**src/hdl/rts_pkg.sv**
```systemverilog
// Package for the read-transfer sender: command, packet, error and status codes,
// register indexes, reset values and the word layouts of both channels.
// No dependencies.
package rts_pkg;

  localparam int unsigned BLK_W = 16;
  localparam int unsigned CFG_W = 16;
  localparam int unsigned CFG_IDX_W = 3;

  localparam logic [BLK_W-1:0] ACK_PRESET = 16'hFFFF;

  typedef enum logic [1:0] {
    CMD_START = 2'd0,
    CMD_ACK   = 2'd1,
    CMD_DATA  = 2'd2
  } cmd_e;

  typedef enum logic [1:0] {
    PKT_NONE  = 2'd0,
    PKT_DATA  = 2'd1,
    PKT_OACK  = 2'd2,
    PKT_ERROR = 2'd3
  } pkt_kind_e;

  typedef enum logic [1:0] {
    ERR_NONE    = 2'd0,
    ERR_OPTION  = 2'd1,
    ERR_ILLEGAL = 2'd2
  } err_code_e;

  typedef enum logic [1:0] {
    ST_RUNNING = 2'd0,
    ST_SUCCESS = 2'd1,
    ST_ERROR   = 2'd2
  } status_e;

  typedef enum logic [CFG_IDX_W-1:0] {
    REG_BLKSIZE_EN    = 3'd0,
    REG_BLKSIZE_LIMIT = 3'd1,
    REG_TIMEOUT_EN    = 3'd2,
    REG_TSIZE_EN      = 3'd3,
    REG_DATA_BLK_SIZE = 3'd4
  } reg_idx_e;

  localparam logic [15:0] BLKSIZE_LIMIT_RST = 16'd1428;
  localparam logic [15:0] DATA_BLK_SIZE_RST = 16'd512;

  typedef struct packed {
    logic [1:0]       cmd;
    logic [BLK_W-1:0] ack_block;
    logic [15:0]      chunk_len;
    logic             extra_opts_present;
    logic             blksize_req_valid;
    logic [15:0]      blksize_req;
    logic             timeout_req_valid;
    logic [7:0]       timeout_req;
    logic             tsize_req_valid;
    logic             tsize_req_nonzero;
    logic             tsize_known;
  } rts_in_t;

  typedef struct packed {
    logic [1:0]       pkt_kind;
    logic [BLK_W-1:0] data_block_num;
    logic             data_last;
    logic [1:0]       err_code;
    logic             oack_blksize_inc;
    logic [15:0]      oack_blksize;
    logic             oack_timeout_inc;
    logic [7:0]       oack_timeout;
    logic             oack_tsize_inc;
    logic [1:0]       status;
  } rts_out_t;

endpackage

```
**src/hdl/rts_in_if.sv**
```systemverilog
// Event channel into the read-transfer sender: valid, ready and one event word.
// Depends on rts_pkg.
interface rts_in_if;
  import rts_pkg::*;

  logic    valid;
  logic    ready;
  rts_in_t data;

  modport source (output valid, output data, input ready);
  modport sink (input valid, input data, output ready);
endinterface

```
**src/hdl/rts_out_if.sv**
```systemverilog
// Result channel out of the read-transfer sender: valid, ready and one result word.
// Depends on rts_pkg.
interface rts_out_if;
  import rts_pkg::*;

  logic     valid;
  logic     ready;
  rts_out_t data;

  modport source (output valid, output data, input ready);
  modport sink (input valid, input data, output ready);
endinterface

```
**src/hdl/tftp_read_transfer_sender_core.sv**
```systemverilog
// A result word is registered and valid in the cycle after its event word is accepted.
// Throughput: one event word per cycle while the result channel is ready; the single
// result register is refilled in the same cycle that its word is taken.
// Reset clears the block counters, the end flags, the result valid flag and
// restores the configuration registers to their defaults.
// Sender side of a read transfer; depends on rts_pkg, rts_in_if and rts_out_if.
module tftp_read_transfer_sender_core (
  input  logic                             clk_i,
  input  logic                             rst_ni,
  input  logic                             cfg_we_i,
  input  logic [rts_pkg::CFG_IDX_W-1:0]    cfg_idx_i,
  input  logic [rts_pkg::CFG_W-1:0]        cfg_data_i,
  rts_in_if.sink                           in_i,
  rts_out_if.source                        out_o
);
  import rts_pkg::*;

  logic             blksize_en_q;
  logic [15:0]      blksize_limit_q;
  logic             timeout_en_q;
  logic             tsize_en_q;
  logic [15:0]      data_blk_size_q;

  logic [BLK_W-1:0] sent_q, sent_d;
  logic [BLK_W-1:0] acked_q, acked_d;
  logic             last_q, last_d;
  logic             done_q, done_d;

  rts_out_t         out_q, out_d;
  logic             out_valid_q;

  rts_in_t          item;
  logic             in_acc;
  logic             bs_inc, to_inc, ts_inc;
  logic [BLK_W-1:0] sent_inc;
  logic             chunk_short;

  assign item        = in_i.data;
  assign in_i.ready  = !out_valid_q || out_o.ready;
  assign in_acc      = in_i.valid && in_i.ready;
  assign out_o.valid = out_valid_q;
  assign out_o.data  = out_q;

  always_ff @(posedge clk_i or negedge rst_ni) begin
    if (!rst_ni) begin
      blksize_en_q    <= 1'b0;
      blksize_limit_q <= BLKSIZE_LIMIT_RST;
      timeout_en_q    <= 1'b0;
      tsize_en_q      <= 1'b0;
      data_blk_size_q <= DATA_BLK_SIZE_RST;
    end else if (cfg_we_i) begin
      case (cfg_idx_i)
        REG_BLKSIZE_EN:    blksize_en_q    <= cfg_data_i[0];
        REG_BLKSIZE_LIMIT: blksize_limit_q <= cfg_data_i[15:0];
        REG_TIMEOUT_EN:    timeout_en_q    <= cfg_data_i[0];
        REG_TSIZE_EN:      tsize_en_q      <= cfg_data_i[0];
        REG_DATA_BLK_SIZE: data_blk_size_q <= cfg_data_i[15:0];
        default: ;
      endcase
    end
  end

  always_comb begin
    sent_d      = sent_q;
    acked_d     = acked_q;
    last_d      = last_q;
    done_d      = done_q;
    out_d       = '0;
    bs_inc      = blksize_en_q && item.blksize_req_valid;
    to_inc      = timeout_en_q && item.timeout_req_valid;
    ts_inc      = tsize_en_q && item.tsize_req_valid && item.tsize_known;
    chunk_short = item.chunk_len < data_blk_size_q;
    sent_inc    = sent_q + BLK_W'(1);

    case (item.cmd)
      CMD_START: begin
        sent_d  = '0;
        acked_d = '0;
        last_d  = 1'b0;
        done_d  = 1'b0;
        if (tsize_en_q && item.tsize_req_valid && item.tsize_req_nonzero) begin
          out_d.pkt_kind = PKT_ERROR;
          out_d.err_code = ERR_OPTION;
          out_d.status   = ST_ERROR;
          done_d         = 1'b1;
        end else if (item.extra_opts_present || bs_inc || to_inc || ts_inc) begin
          acked_d                = ACK_PRESET;
          out_d.pkt_kind         = PKT_OACK;
          out_d.oack_blksize_inc = bs_inc;
          out_d.oack_timeout_inc = to_inc;
          out_d.oack_tsize_inc   = ts_inc;
          if (bs_inc) begin
            out_d.oack_blksize = (item.blksize_req < blksize_limit_q) ?
                                 item.blksize_req : blksize_limit_q;
          end
          if (to_inc) begin
            out_d.oack_timeout = item.timeout_req;
          end
        end else begin
          sent_d               = BLK_W'(1);
          last_d               = chunk_short;
          out_d.pkt_kind       = PKT_DATA;
          out_d.data_block_num = BLK_W'(1);
          out_d.data_last      = chunk_short;
        end
      end
      CMD_DATA: begin
        if (!done_q) begin
          out_d.pkt_kind = PKT_ERROR;
          out_d.err_code = ERR_ILLEGAL;
          out_d.status   = ST_ERROR;
          done_d         = 1'b1;
        end
      end
      CMD_ACK: begin
        if (!done_q && (item.ack_block != acked_q)) begin
          if (item.ack_block != sent_q) begin
            out_d.pkt_kind = PKT_ERROR;
            out_d.err_code = ERR_ILLEGAL;
            out_d.status   = ST_ERROR;
            done_d         = 1'b1;
          end else begin
            acked_d = item.ack_block;
            if (last_q) begin
              out_d.status = ST_SUCCESS;
              done_d       = 1'b1;
            end else begin
              sent_d               = sent_inc;
              last_d               = chunk_short;
              out_d.pkt_kind       = PKT_DATA;
              out_d.data_block_num = sent_inc;
              out_d.data_last      = chunk_short;
            end
          end
        end
      end
      default: ;
    endcase
  end

  always_ff @(posedge clk_i or negedge rst_ni) begin
    if (!rst_ni) begin
      sent_q      <= '0;
      acked_q     <= '0;
      last_q      <= 1'b0;
      done_q      <= 1'b0;
      out_valid_q <= 1'b0;
    end else begin
      if (in_acc) begin
        sent_q  <= sent_d;
        acked_q <= acked_d;
        last_q  <= last_d;
        done_q  <= done_d;
      end
      if (in_acc) begin
        out_valid_q <= 1'b1;
      end else if (out_o.ready) begin
        out_valid_q <= 1'b0;
      end
    end
  end

  always_ff @(posedge clk_i) begin
    if (in_acc) begin
      out_q <= out_d;
    end
  end

  a_result_follows: assert property (@(posedge clk_i) disable iff (!rst_ni)
    in_acc |=> out_valid_q)
    else $error("Accepted event word produced no result word.");

  a_quiet_after_end: assert property (@(posedge clk_i) disable iff (!rst_ni)
    in_acc && done_q && (item.cmd != CMD_START) |=>
      (out_q.pkt_kind == PKT_NONE) && (out_q.status == ST_RUNNING))
    else $error("Event after the end of a transfer produced a packet.");

  a_done_by_event: assert property (@(posedge clk_i) disable iff (!rst_ni)
    $rose(done_q) |-> $past(in_acc))
    else $error("Transfer ended without an accepted event.");

  a_start_end_only_on_error: assert property (@(posedge clk_i) disable iff (!rst_ni)
    in_acc && (item.cmd == CMD_START) |=> !done_q || (out_q.pkt_kind == PKT_ERROR))
    else $error("Start ended a transfer without an error packet.");

  a_data_tracks_sent: assert property (@(posedge clk_i) disable iff (!rst_ni)
    in_acc |=> (out_q.pkt_kind != PKT_DATA) || (out_q.data_block_num == sent_q))
    else $error("Data block number differs from the sent block counter.");

endmodule
```
**src/flat_wrapper.sv**
```systemverilog
// flat-port wrapper written by rule: the top's interface ports become plain ports
module tftp_read_transfer_sender_core_flat import rts_pkg::*;
  (clk_i, rst_ni, cfg_we_i, cfg_idx_i, cfg_data_i, in_i_valid, in_i_data, in_i_ready, out_o_valid, out_o_data, out_o_ready);
  rts_in_if in_i_i ();
  rts_out_if out_o_i ();
  input  logic clk_i;
  input  logic rst_ni;
  input  logic cfg_we_i;
  input  logic [rts_pkg::CFG_IDX_W-1:0] cfg_idx_i;
  input  logic [rts_pkg::CFG_W-1:0] cfg_data_i;
  input wire logic [$bits(in_i_i.valid)-1:0] in_i_valid;
  input wire logic [$bits(in_i_i.data)-1:0] in_i_data;
  output wire logic [$bits(in_i_i.ready)-1:0] in_i_ready;
  output wire logic [$bits(out_o_i.valid)-1:0] out_o_valid;
  output wire logic [$bits(out_o_i.data)-1:0] out_o_data;
  input wire logic [$bits(out_o_i.ready)-1:0] out_o_ready;
  assign in_i_i.valid = in_i_valid;
  assign in_i_i.data = in_i_data;
  assign in_i_ready = in_i_i.ready;
  assign out_o_valid = out_o_i.valid;
  assign out_o_data = out_o_i.data;
  assign out_o_i.ready = out_o_ready;
  tftp_read_transfer_sender_core u_core (.clk_i(clk_i), .rst_ni(rst_ni), .cfg_we_i(cfg_we_i), .cfg_idx_i(cfg_idx_i), .cfg_data_i(cfg_data_i), .in_i(in_i_i), .out_o(out_o_i));
endmodule
```
**config.mk**
```make
export PLATFORM = sky130hd
export DESIGN_NAME = tftp_read_transfer_sender_core_flat
export DESIGN_NICKNAME = d
export VERILOG_FILES = /design/src/hdl/rts_pkg.sv /design/src/hdl/rts_in_if.sv /design/src/hdl/rts_out_if.sv /design/src/hdl/tftp_read_transfer_sender_core.sv /design/src/flat_wrapper.sv
export SDC_FILE = /design/constraint.sdc
export NUM_CORES = 1
export LEC_CHECK = 0
export ABC_CLOCK_PERIOD_IN_PS = 2900
export BUFFER_PORTS_ARGS = -buffer_cell sky130_fd_sc_hd__buf_4
export CAP_MARGIN = 20
export CORE_MARGIN = 4
export CORE_UTILIZATION = 45
export CTS_BUF_LIST = sky130_fd_sc_hd__clkbuf_16
export DETAILED_ROUTE_END_ITERATION = 7
export PLACE_DENSITY = 0.66
export SYNTH_ARGS = -nofsm -noshare
export SYNTH_HDL_FRONTEND = slang
export SYNTH_SLANG_ARGS = --single-unit
```
**constraint.sdc**
```tcl
create_clock -name clk_i -period 2.9 [get_ports clk_i]
set_clock_uncertainty 0.05 [all_clocks]
set_input_delay 0.435 -clock clk_i [delete_from_list [all_inputs] [get_ports clk_i]]
set_output_delay 0.435 -clock clk_i [all_outputs]
set_load 0.1 [all_outputs]
```
After elaboration in Yosys (flattened, before gate mapping)
Index checks and enable logic that the tools add are counted.
{"block": "totals", "regBits": 120, "in_bits": 88, "out_inout_bits": 52, "elab_cells": 113}
{"block": "op_classes", "add_sub_neg": 1, "magnitude_cmp": 2, "n_eq_ne": 12, "mux": 45, "bitwise_logic": 4, "n_reduce_logical": 29}
{"cell": "$mux 16", "n": 9}
{"cell": "$pmux 16 s2", "n": 2}
{"cell": "$mux 17", "n": 2}
{"cell": "$pmux 17 s2", "n": 1}
{"cell": "$lt 16x16->1", "n": 2}
{"cell": "$ne 16x16->1", "n": 2}
{"cell": "$mux 21", "n": 1}
{"cell": "$mux 2", "n": 10}
{"cell": "$mux 18", "n": 1}
{"cell": "$pmux 2 s3", "n": 3}
{"cell": "$add 16x1->16 const B", "n": 1}
{"cell": "$mux 1", "n": 14}
{"cell": "$reduce_and 2->1", "n": 5}
{"cell": "$reduce_and 4->1", "n": 2}
{"cell": "$reduce_or 4->1", "n": 2}
{"cell": "$logic_and 1x1->1", "n": 7}
{"cell": "$eq 3x2->1 const B", "n": 2}
{"cell": "$reduce_and 5->1", "n": 1}
{"cell": "$logic_or 1x1->1", "n": 4}
{"cell": "$ne 2x2->1 const B", "n": 2}
{"cell": "$not 1->1", "n": 4}
{"cell": "$reduce_bool 2->1", "n": 2}
{"cell": "$eq 3x1->1 const B", "n": 1}
{"cell": "$eq 3x3->1 const B", "n": 1}
{"cell": "other kinds (11)", "n": 12}

Depth between registers and ports, before layout
Gate-level depths: netlist (run 1).
{"block": "depth", "ltp_word": 7, "mapped_depth": 10}

Worst setup path before layout (run 1)
No wires, ideal clock.
{"block": "synth_path", "path_kind": "flip-flop to flip-flop", "startpoint": "reg u_core.out_valid_q, in the netlist u_core.out_o.valid", "endpoint": "reg u_core.out_q (netlist bit u_core.out_o.data[0]), enable pin", "arrival_ps": 3018, "required_time_ps": 2446, "slack_ps": -573, "path_stages_with_launch": 4, "n_path_buf": 0, "synth_period_minus_slack_ps": 3473, "path_cell_list": "dfrtp_1 nand2b_1 nand2_1 inv_1"}
{"block": "synth_between", "elab_chain_len": 3}
{"item": "start, declared", "line": "tftp_read_transfer_sender_core.sv:30", "text": "logic out_valid_q;"}
{"item": "start signal, assigned", "line": "tftp_read_transfer_sender_core.sv:147", "text": "out_valid_q <= 1'b0;"}
{"item": "start signal, assigned", "line": "tftp_read_transfer_sender_core.sv:156", "text": "out_valid_q <= 1'b1;"}
{"item": "start signal, assigned", "line": "tftp_read_transfer_sender_core.sv:158", "text": "out_valid_q <= 1'b0;"}
{"item": "$logic_not 1->1", "line": "tftp_read_transfer_sender_core.sv:39", "text": "assign in_i.ready = !out_valid_q || out_o.ready;"}
{"item": "$logic_or 1x1->1", "line": "tftp_read_transfer_sender_core.sv:39"}
{"item": "via in_i_ready", "line": "flat_wrapper.sv:13", "text": "output wire logic [$bits(in_i_i.ready)-1:0] in_i_ready;"}
{"item": "$logic_and 1x1->1", "line": "tftp_read_transfer_sender_core.sv:40", "text": "assign in_acc = in_i.valid && in_i.ready;"}
{"item": "via u_core.in_acc", "line": "tftp_read_transfer_sender_core.sv:33", "text": "logic in_acc;"}
{"item": "end signal, assigned", "line": "tftp_read_transfer_sender_core.sv:165", "text": "out_q <= out_d;"}
{"item": "end, declared", "line": "tftp_read_transfer_sender_core.sv:29", "text": "rts_out_t out_q, out_d;"}
The timed path passes the listed nets, and every way through them passes these cells.
A chain may end at the register's enable or synchronous reset.

==> results.yml, run 1 <==
run_status:
  status: "finished clean"
place:
  place.gp.congestion: 0.843
  place_ws_ns: 0.155
  numPortBuffers: 139
  dp_hpwl_um: 11300
finish:
  final_nets: 886
  area_growth_pct: 27.8
  drive_gt1_share_pct: 26.2
  diodes: 0
floorplan:
  ioPinCount: 140
  die_w_um: 127
  die_h_um: 127
  num_rows: 43
  dieArea_um2: 16200
  coreArea_um2: 13900
  initial_core_util_pct: 46.0
sta:
  rsz0062_at_grt: "false"
  postLayoutSetupSlackWorst_ns: 0.316
  hold_viol_final: 0
  setup_viol: 0
  max_freq_mhz: 387
  final.min_clock_period_ns: 2.58
  timing.hold.ws_ns: 0.110
  slew_headroom_pct: 39.5
  worstMarginPinSlew_ns: 0.907
  final_max_slew_viol_count: 0
  timing.final.crit_share_pct: 89.1
  timing.setup.tns_ns: 0
synthesis:
  yosysWarningCount: 0
  async_flop_share_pct: 58.3
  synth-edff-count: 50
  synth_area_leaders: "dfrtp_1, edfxtp_1, ha_1"
  synth_area_leader_cell: "dfrtp_1"
  ys_seq_area_share_pct: 51.1
  syn_area_per_cell_um2: 10.3
  synth_cell_type_count: 50
  synth.top_cell.area_share_pct: 25.1
  syn_nets: 745
  synth_ff_type: "dfrtp_1"
  syn_inst: 621
  synth_most_common_cell: "nand2_1"
  synth_area_um2: 6380
  synth_common_cells: "nand2_1, dfrtp_1, a21oi_1, edfxtp_1, nor2_1"
  synth-seq-cells: 120
detailed_routing:
  postRouteAntennaNets: 0
  drc: 0
  wl_per_cell_um: 15.6
  viasPerCell: 5.10
  dr_total_vias: 4875
  drt_wl_total_um: 14900
  dr.pass1.iters: 5
  drt_iter0_drc: 314
worst_setup_path:
  endpoint_kind: "flop"
  crit_path_max_incr_delay_ns: 0.47
  crit_chain: "xor2_1 > nor4_4 > nand4_4 > or3_4 > nand2b_1 > o21ai_0"
  crit_path_top_delay_cell: "dfrtp_1"
  critPathTopFamily: "simple AND/OR/NAND/NOR gates"
  crit_arrival_ns: 2.77
  worstRegToRegCells: 6
  path_class: "reg -> reg"
  worstPathMaxFanout: 17
  r2r-start: "u_core.sent_q[8]"
  start_kind: "flop"
  required_ns: 3.08
  r2r-end: "u_core.out_o.data[32]"
  reg2reg_slack_ns: 0.32
  crit_buf_inv: 0
clock_tree:
  clk_path_buf_depth: 2
  h-tree-depth: 4
  cts-buffers-inserted: 17
  cts_tree: "built"
  cts_setup_buffers: 0
  clock_latency_ns: 0.41
  cts.clk_slew.worst_paths_ns: 0.05
  root_buffer: "clkbuf_16"
  cts.repair.resized: 0
  hold_buffers: 0
  cts_num_sinks: 120
grt:
  overflow: 0
  antenna_found_initial: 0
  grt_pass1_wl_um: 23700
  grt_max_degree: 71
  grt_usage_pct: 18.6
  grt_pass1_vias: 4631
min_path:
  hold_path.class: "in -> async"
flow_run:
  drv_cap: 0
power:
  vdd_drop_max_mv: 0.342
  powerDensity_nw_per_um2: 639
  p_leak_uw: 0.00363
[metrics by stage]
stage / area, µm² / utilization [%] / instances / total power [µW]
global placement: 7610 / 54.8 / 923 / 3280
floorplan: 6390 / - / 621 / 2960
finish: 8160 / 58.8 / 955 / 5210
detailed placement: 7610 / 54.8 / 923 / 3320
global route: 8160 / 58.8 / 955 / 5470
CTS: 8160 / 58.8 / 955 / 5270
[state kept, by name (all words and copies together), names as in the netlist]
| signal | flops |
|---|---|
| u_core.sent_q | 16 |
| u_core.out_o.valid | 1 |
| u_core.data_blk_size_q | 16 |
| u_core.timeout_en_q | 1 |
| u_core.blksize_limit_q | 16 |
| u_core.blksize_en_q | 1 |
| u_core.acked_q | 16 |
| u_core.done_q | 1 |
| u_core.tsize_en_q | 1 |
| u_core.last_q | 1 |
| u_core.out_o.data | 50 |
[area by class of cell]
cell class	instances	area, µm²
Clock buffer	17	425
Clock inverter	15	120
Fill cell	1189	5730
Inverter	38	146
Multi-Input combinational cell	437	2870
Sequential cell	120	3260
Tap cell	180	225
Timing Repair Buffer	148	1110
[worst max path at each step]
| stage | from | to | slack, ns | depth (start not counted) |
|---|---|---|---|---|
| floorplan | u_core.out_o.valid | u_core.sent_q[8] | 0.16 | 7 |
| detailed placement | in_i_data[55] | u_core.out_o.data[31] | 0.16 | 7 |
| CTS | u_core.sent_q[8] | u_core.out_o.data[32] | 0.32 | 6 |
| finish | u_core.sent_q[8] | u_core.out_o.data[32] | 0.32 | 6 |
| global placement | in_i_data[55] | u_core.out_o.data[31] | 0.24 | 7 |
| global route | u_core.sent_q[8] | u_core.out_o.data[32] | 0.09 | 6 |
[per-layer routing]
layer | vias to the layer above | GRT usage (%) | share of wire (%)
li1 | 2446 | - | -
met1 | 2276 | 27.5 | 48
met2 | 144 | 27.4 | 44
met3 | 9 | 4.72 | 6.7
met4 | 0 | 5.05 | 0.84
met5 | - | 0 | 0
[placed cells by master (no fill, tap or decap), drive strengths merged, types with 17 or more instances in the layout]
master,count
dfrtp,64
ha,36
nor2,42
clkbuf,17
buf,148
nand2,84
edfxtp,50
a21oi,56
inv,40
o21ai,41
xor2,36
[worst reg2reg max path: cells and delay by family, from the launching register on]
family / cells / cell delay (ns)
and+or+nand+nor: 4 / 1.38
DFF: 1 / 0.47
AOI/OAI and AO/OA: 1 / 0.30
xor gates and xnor gates: 1 / 0.21
[power by group]
group	total (µW)	internal (µW)	leakage [µW]	switching, µW
Clock	1930	1230	0.000274	700
Combinational	1160	425	0.00201	733
Sequential	2120	2000	0.00135	120
[kinds of logic (layout without fill, tap and decap cells)]
logic type | Yosys count | after routing | share of synthesized area (%)
simple gates | 204 | 204 | 16.1
compound gates | 137 | 137 | 12.8
flops | 120 | 120 | 51.1
buf+inv | 64 | 218 | 4.14
xor+xnor | 39 | 39 | 5.47
fa+ha+maj | 36 | 36 | 7.06
mux | 21 | 21 | 3.39
No activity file was read; power rests on OpenSTA's default activity.
==> run 2, diff against run 1 <==
- CORE_MARGIN: 4 -> 5
==> results.yml, run 2 (same netlist as run 1, synthesis figures left out) <==
power:
  netSwitchingPower_uw: 1530
  p_leak_uw: 0.00363
  vdd_drop_max_mv: 0.359
  seqPwrFrac_pct: 42.0
  swShare_pct: 30.3
  power_frac_clock_pct: 35.0
  p_total_uw: 5060
  powerDensity_nw_per_um2: 623
  intPower_uw: 3530
  comb_power_share_pct: 23.0
sta:
  final_max_slew_viol_count: 0
  rsz0062_at_grt: "false"
  setup_viol: 0
  timing.final.crit_share_pct: 84.4
  max_freq_mhz: 408
  worstMarginPinSlew_ns: 0.896
  timing.setup.tns_ns: 0
  slew_headroom_pct: 40.3
  hold_viol_final: 0
  postLayoutSetupSlackWorst_ns: 0.451
  final.min_clock_period_ns: 2.45
finish:
  layout_commonest_cell: "buf_4"
  final_cell_mix: "buf_4, nand2_1, dfrtp_1, a21oi_1, edfxtp_1"
  multiInputGateArea_um2: 2870
  register_area_um2: 3260
  final_cells: 955
  nFillCells: 1195
  diodes: 0
  largest_reg_flops: 50
  drive_gt1_share_pct: 25.9
  post-route-cell-area_um2: 8120
  final_nets: 887
  area_growth_pct: 27.2
place:
  place_ws_ns: 0.366
  numPortBuffers: 139
  dp.cells: 924
  placed_area_um2: 7620
  dp_hpwl_um: 11600
  place.gp.congestion: 0.868
grt:
  grt_pass1_wl_um: 24600
  grt_usage_pct: 19.0
  grt_pass1_vias: 4902
  antenna_found_initial: 0
  grt_max_degree: 71
  overflow: 0
floorplan:
  num_rows: 43
  dieArea_um2: 16700
  die_w_um: 129
  die_h_um: 129
  coreArea_um2: 13900
  ioPinCount: 140
  initial_core_util_pct: 46.0
run_status:
  status: "finished clean"
clock_tree:
  h-tree-depth: 4
  cts-buffers-inserted: 17
  cts.clk_slew.worst_paths_ns: 0.05
  cts_tree: "built"
  hold_buffers: 0
  cts_num_sinks: 120
  root_buffer: "clkbuf_16"
  clk_path_buf_depth: 2
  cts.repair.resized: 0
  cts_setup_buffers: 0
  clock_latency_ns: 0.41
worst_setup_path:
  worstPathMaxFanout: 11
  crit_path_top_delay_cell: "or4b_1"
  start_kind: "flop"
  crit_arrival_ns: 2.75
  r2r-end: "u_core.sent_q[5]"
  startpoint: "u_core.sent_q[0]"
  crit_buf_inv: 0
  endpoint_kind: "flop"
  crit_end: "u_core.sent_q[5]"
  path_class: "reg -> reg"
  r2r-start: "u_core.sent_q[0]"
  critPathTopFamily: "simple AND/OR/NAND/NOR gates"
  reg2reg_slack_ns: 0.45
  required_ns: 3.20
  cp_num_cells: 6
  crit_path_max_incr_delay_ns: 0.78
  crit_chain: "xor2_1 > nor4_4 > nand4_4 > or4b_1 > nor3_1 > o21a_1"
  worstRegToRegCells: 6
detailed_routing:
  dr.pass1.iters: 5
  dr_total_vias: 4941
  viasPerCell: 5.17
  drt_wl_total_um: 15200
  drt_iter0_drc: 345
  drc: 0
  postRouteAntennaNets: 0
  wl_per_cell_um: 15.9
min_path:
  hold_path.class: "in -> async"
flow_run:
  drv_cap: 0
run 2: cell count changes in the layout (fill, tap and decap cells not counted):
cell,before,now
buf_4,148,149
bufinv_16,2,0
clkinvlp_4,3,1
inv_1,40,45
clkinv_1,5,2
clkbuf_16,17,18
run 2: cell type report:
type,instances,share of cell area (%)
clock buffer,18,5.55
clock inverter,13,0.647
inverter,38,1.80
multi-input combinational,437,35.3
sequential,120,40.2
tap,180,2.77
timing repair buffer,149,13.8
run 2: metrics by stage:
stage	utilization, %	hold WS (ns)
floorplan	-	0.0894
global placement	54.9	0.437
detailed placement	54.9	0.446
CTS	58.5	0.130
global route	58.5	0.174
finish	58.5	0.106
run 2: worst min path at each step:
stage / endpoint / slack, ns / cells past startpoint
2_1_floorplan: u_core.acked_q[0] / 0.09 / 0
3_3_place_gp: u_core.data_blk_size_q[0] / 0.44 / 1
4_1_cts: u_core.acked_q[4] / 0.13 / 1
3_5_place_dp: u_core.data_blk_size_q[0] / 0.45 / 1
6_report: u_core.acked_q[5] / 0.11 / 1
5_1_grt: u_core.acked_q[15] / 0.17 / 1
run 2: routing by layer:
metal | wire [µm] | track usage (%) | share of wire [%]
met3 | 1210 | 5.19 | 7.9
met2 | 6810 | 28.4 | 45
met4 | 187 | 6.92 | 1.2
met1 | 7000 | 26.7 | 46
met5 | 0 | 0 | 0
run 2: power by group through the flow:
stage | clock (µW) | sequential, µW | combinational, µW
floorplan | 0 | 2390 | 568
global placement | 0 | 2150 | 1140
detailed placement | 0 | 2150 | 1170
CTS | 1810 | 2120 | 1170
global route | 1890 | 2150 | 1280
finish | 1770 | 2130 | 1160
==> run 3, diff against run 2 <==
- ABC_CLOCK_PERIOD_IN_PS: 2900 -> 2600
- clock period: 2.9 -> 2.6 ns (I/O delays scaled with it)
==> results.yml, run 3 (same netlist as run 1, synthesis figures left out) <==
run_status:
  status: "finished clean"
clock_tree:
  cts.clk_slew.worst_paths_ns: 0.05
  cts-buffers-inserted: 17
  root_buffer: "clkbuf_16"
  clock_latency_ns: 0.41
  clk_path_buf_depth: 2
  cts_setup_buffers: 0
  cts_num_sinks: 120
  h-tree-depth: 4
  cts_tree: "built"
place:
  dp_hpwl_um: 11800
  numPortBuffers: 139
  place_ws_ns: 0.0414
  placed_area_um2: 7690
  place.gp.congestion: 0.834
sta:
  hold_viol_final: 0
  timing.setup.tns_ns: 0
  max_freq_mhz: 407
  postLayoutSetupSlackWorst_ns: 0.145
  rsz0062_at_grt: "false"
  final_max_slew_viol_count: 0
  slew_headroom_pct: 53.2
  worstMarginPinSlew_ns: 0.699
  timing.final.crit_share_pct: 94.4
  final.min_clock_period_ns: 2.45
  setup_viol: 0
detailed_routing:
  dr_total_vias: 5034
  drt_wl_total_um: 15400
  wl_per_cell_um: 16.0
  drc: 0
  dr.pass1.iters: 5
  postRouteAntennaNets: 0
  viasPerCell: 5.22
  drt_iter0_drc: 345
floorplan:
  ioPinCount: 140
  die_h_um: 129
  num_rows: 43
  initial_core_util_pct: 46.0
  dieArea_um2: 16700
  die_w_um: 129
  coreArea_um2: 13900
worst_setup_path:
  crit_path_top_delay_cell: "or4b_1"
  crit_chain: "xor2_1 > nor4_4 > nand4_4 > or4b_1 > nor3_1 > o21a_1"
  reg2reg_slack_ns: 0.15
  worstRegToRegCells: 6
  start_kind: "flop"
  crit_arrival_ns: 2.76
  critPathTopFamily: "simple AND/OR/NAND/NOR gates"
  startpoint: "u_core.sent_q[4]"
  worstPathMaxFanout: 11
  r2r-end: "u_core.sent_q[5]"
  path_class: "reg -> reg"
  r2r-start: "u_core.sent_q[4]"
  crit_path_max_incr_delay_ns: 0.79
  endpoint_kind: "flop"
  crit_buf_inv: 0
  required_ns: 2.91
finish:
  nFillCells: 1224
  post-route-cell-area_um2: 8270
  final_nets: 895
  final_cell_mix: "buf_4, nand2_1, dfrtp_1, a21oi_1, edfxtp_1"
  layout_commonest_cell: "buf_4"
  largest_reg_flops: 50
  drive_gt1_share_pct: 27.3
  diodes: 0
  area_growth_pct: 29.5
grt:
  antenna_found_initial: 0
  grt_max_degree: 44
  overflow: 0
  grt_pass1_wl_um: 24600
  grt_pass1_vias: 4865
  grt_usage_pct: 19.0
min_path:
  worstHoldPathCells: 3
  hold_path.class: "in -> reg"
  hold_start: "cfg_data_i[14]"
  hold_path_end: "u_core.data_blk_size_q[14]"
flow_run:
  drv_cap: 0
power:
  vdd_drop_max_mv: 0.498
  p_leak_uw: 0.00370
  powerDensity_nw_per_um2: 712
-- run 3: layer usage --
layer  part of all wire (%)  vias up  routed length [µm]  track usage [%]
met5                      0        -                   0                0
met4                   0.76        0                 117             5.68
met3                    6.5        8                1000             5.73
met2                     45      145                6940             28.2
met1                     48     2410                7320             27.0
li1                       -     2471                   -                -
-- run 3: power breakdown --
group          internal [µW]  switching, µW  leakage, µW
Clock                   1400            792     0.000297
Sequential              2230            130      0.00135
Combinational            497            834      0.00206
-- run 3: layout make-up --
type	count	area, µm²	area share (%)
multi-input cells	437	2880	34.8
well taps	180	225	2.72
clock inverters	13	87.6	1.06
flip-flops and latches	120	3260	39.5
repair buffers	157	1190	14.4
inverters	38	146	1.77
clock buffers	19	475	5.75
-- run 3: through the flow --
| stage | hold WS, ns | power (µW) | instances | utilization (%) |
|---|---|---|---|---|
| global route | 0.134 | 6180 | 964 | 59.5 |
| floorplan | 0.0444 | 3300 | 621 | - |
| global placement | 0.361 | 3690 | 931 | 55.4 |
| finish | 0.149 | 5880 | 964 | 59.5 |
| detailed placement | 0.365 | 3730 | 931 | 55.4 |
| CTS | 0.126 | 5940 | 964 | 59.5 |
-- run 3: tightest hold or removal path, stage by stage --
cell,delay [ns]
buf_4,0.08
nand2_1,0.04
o21ai_0,0.06
-- run 3: worst max-delay path by stage --
stage,to,slack (ns),depth (start not counted)
2_1_floorplan,u_core.sent_q[8],0.07,7
3_3_place_gp,u_core.out_o.data[31],0.09,8
3_5_place_dp,u_core.out_o.data[31],0.04,8
4_1_cts,u_core.out_o.data[31],0.08,9
5_1_grt,u_core.out_o.data[31],0.007,9
6_report,u_core.sent_q[5],0.15,6
-- run 3: what timing repair did --
action,in CTS,in global routing
hold buffers,1,0
resized for setup,0,1
setup endpoints to repair,0,1
endpoints found under the hold margin,39,0
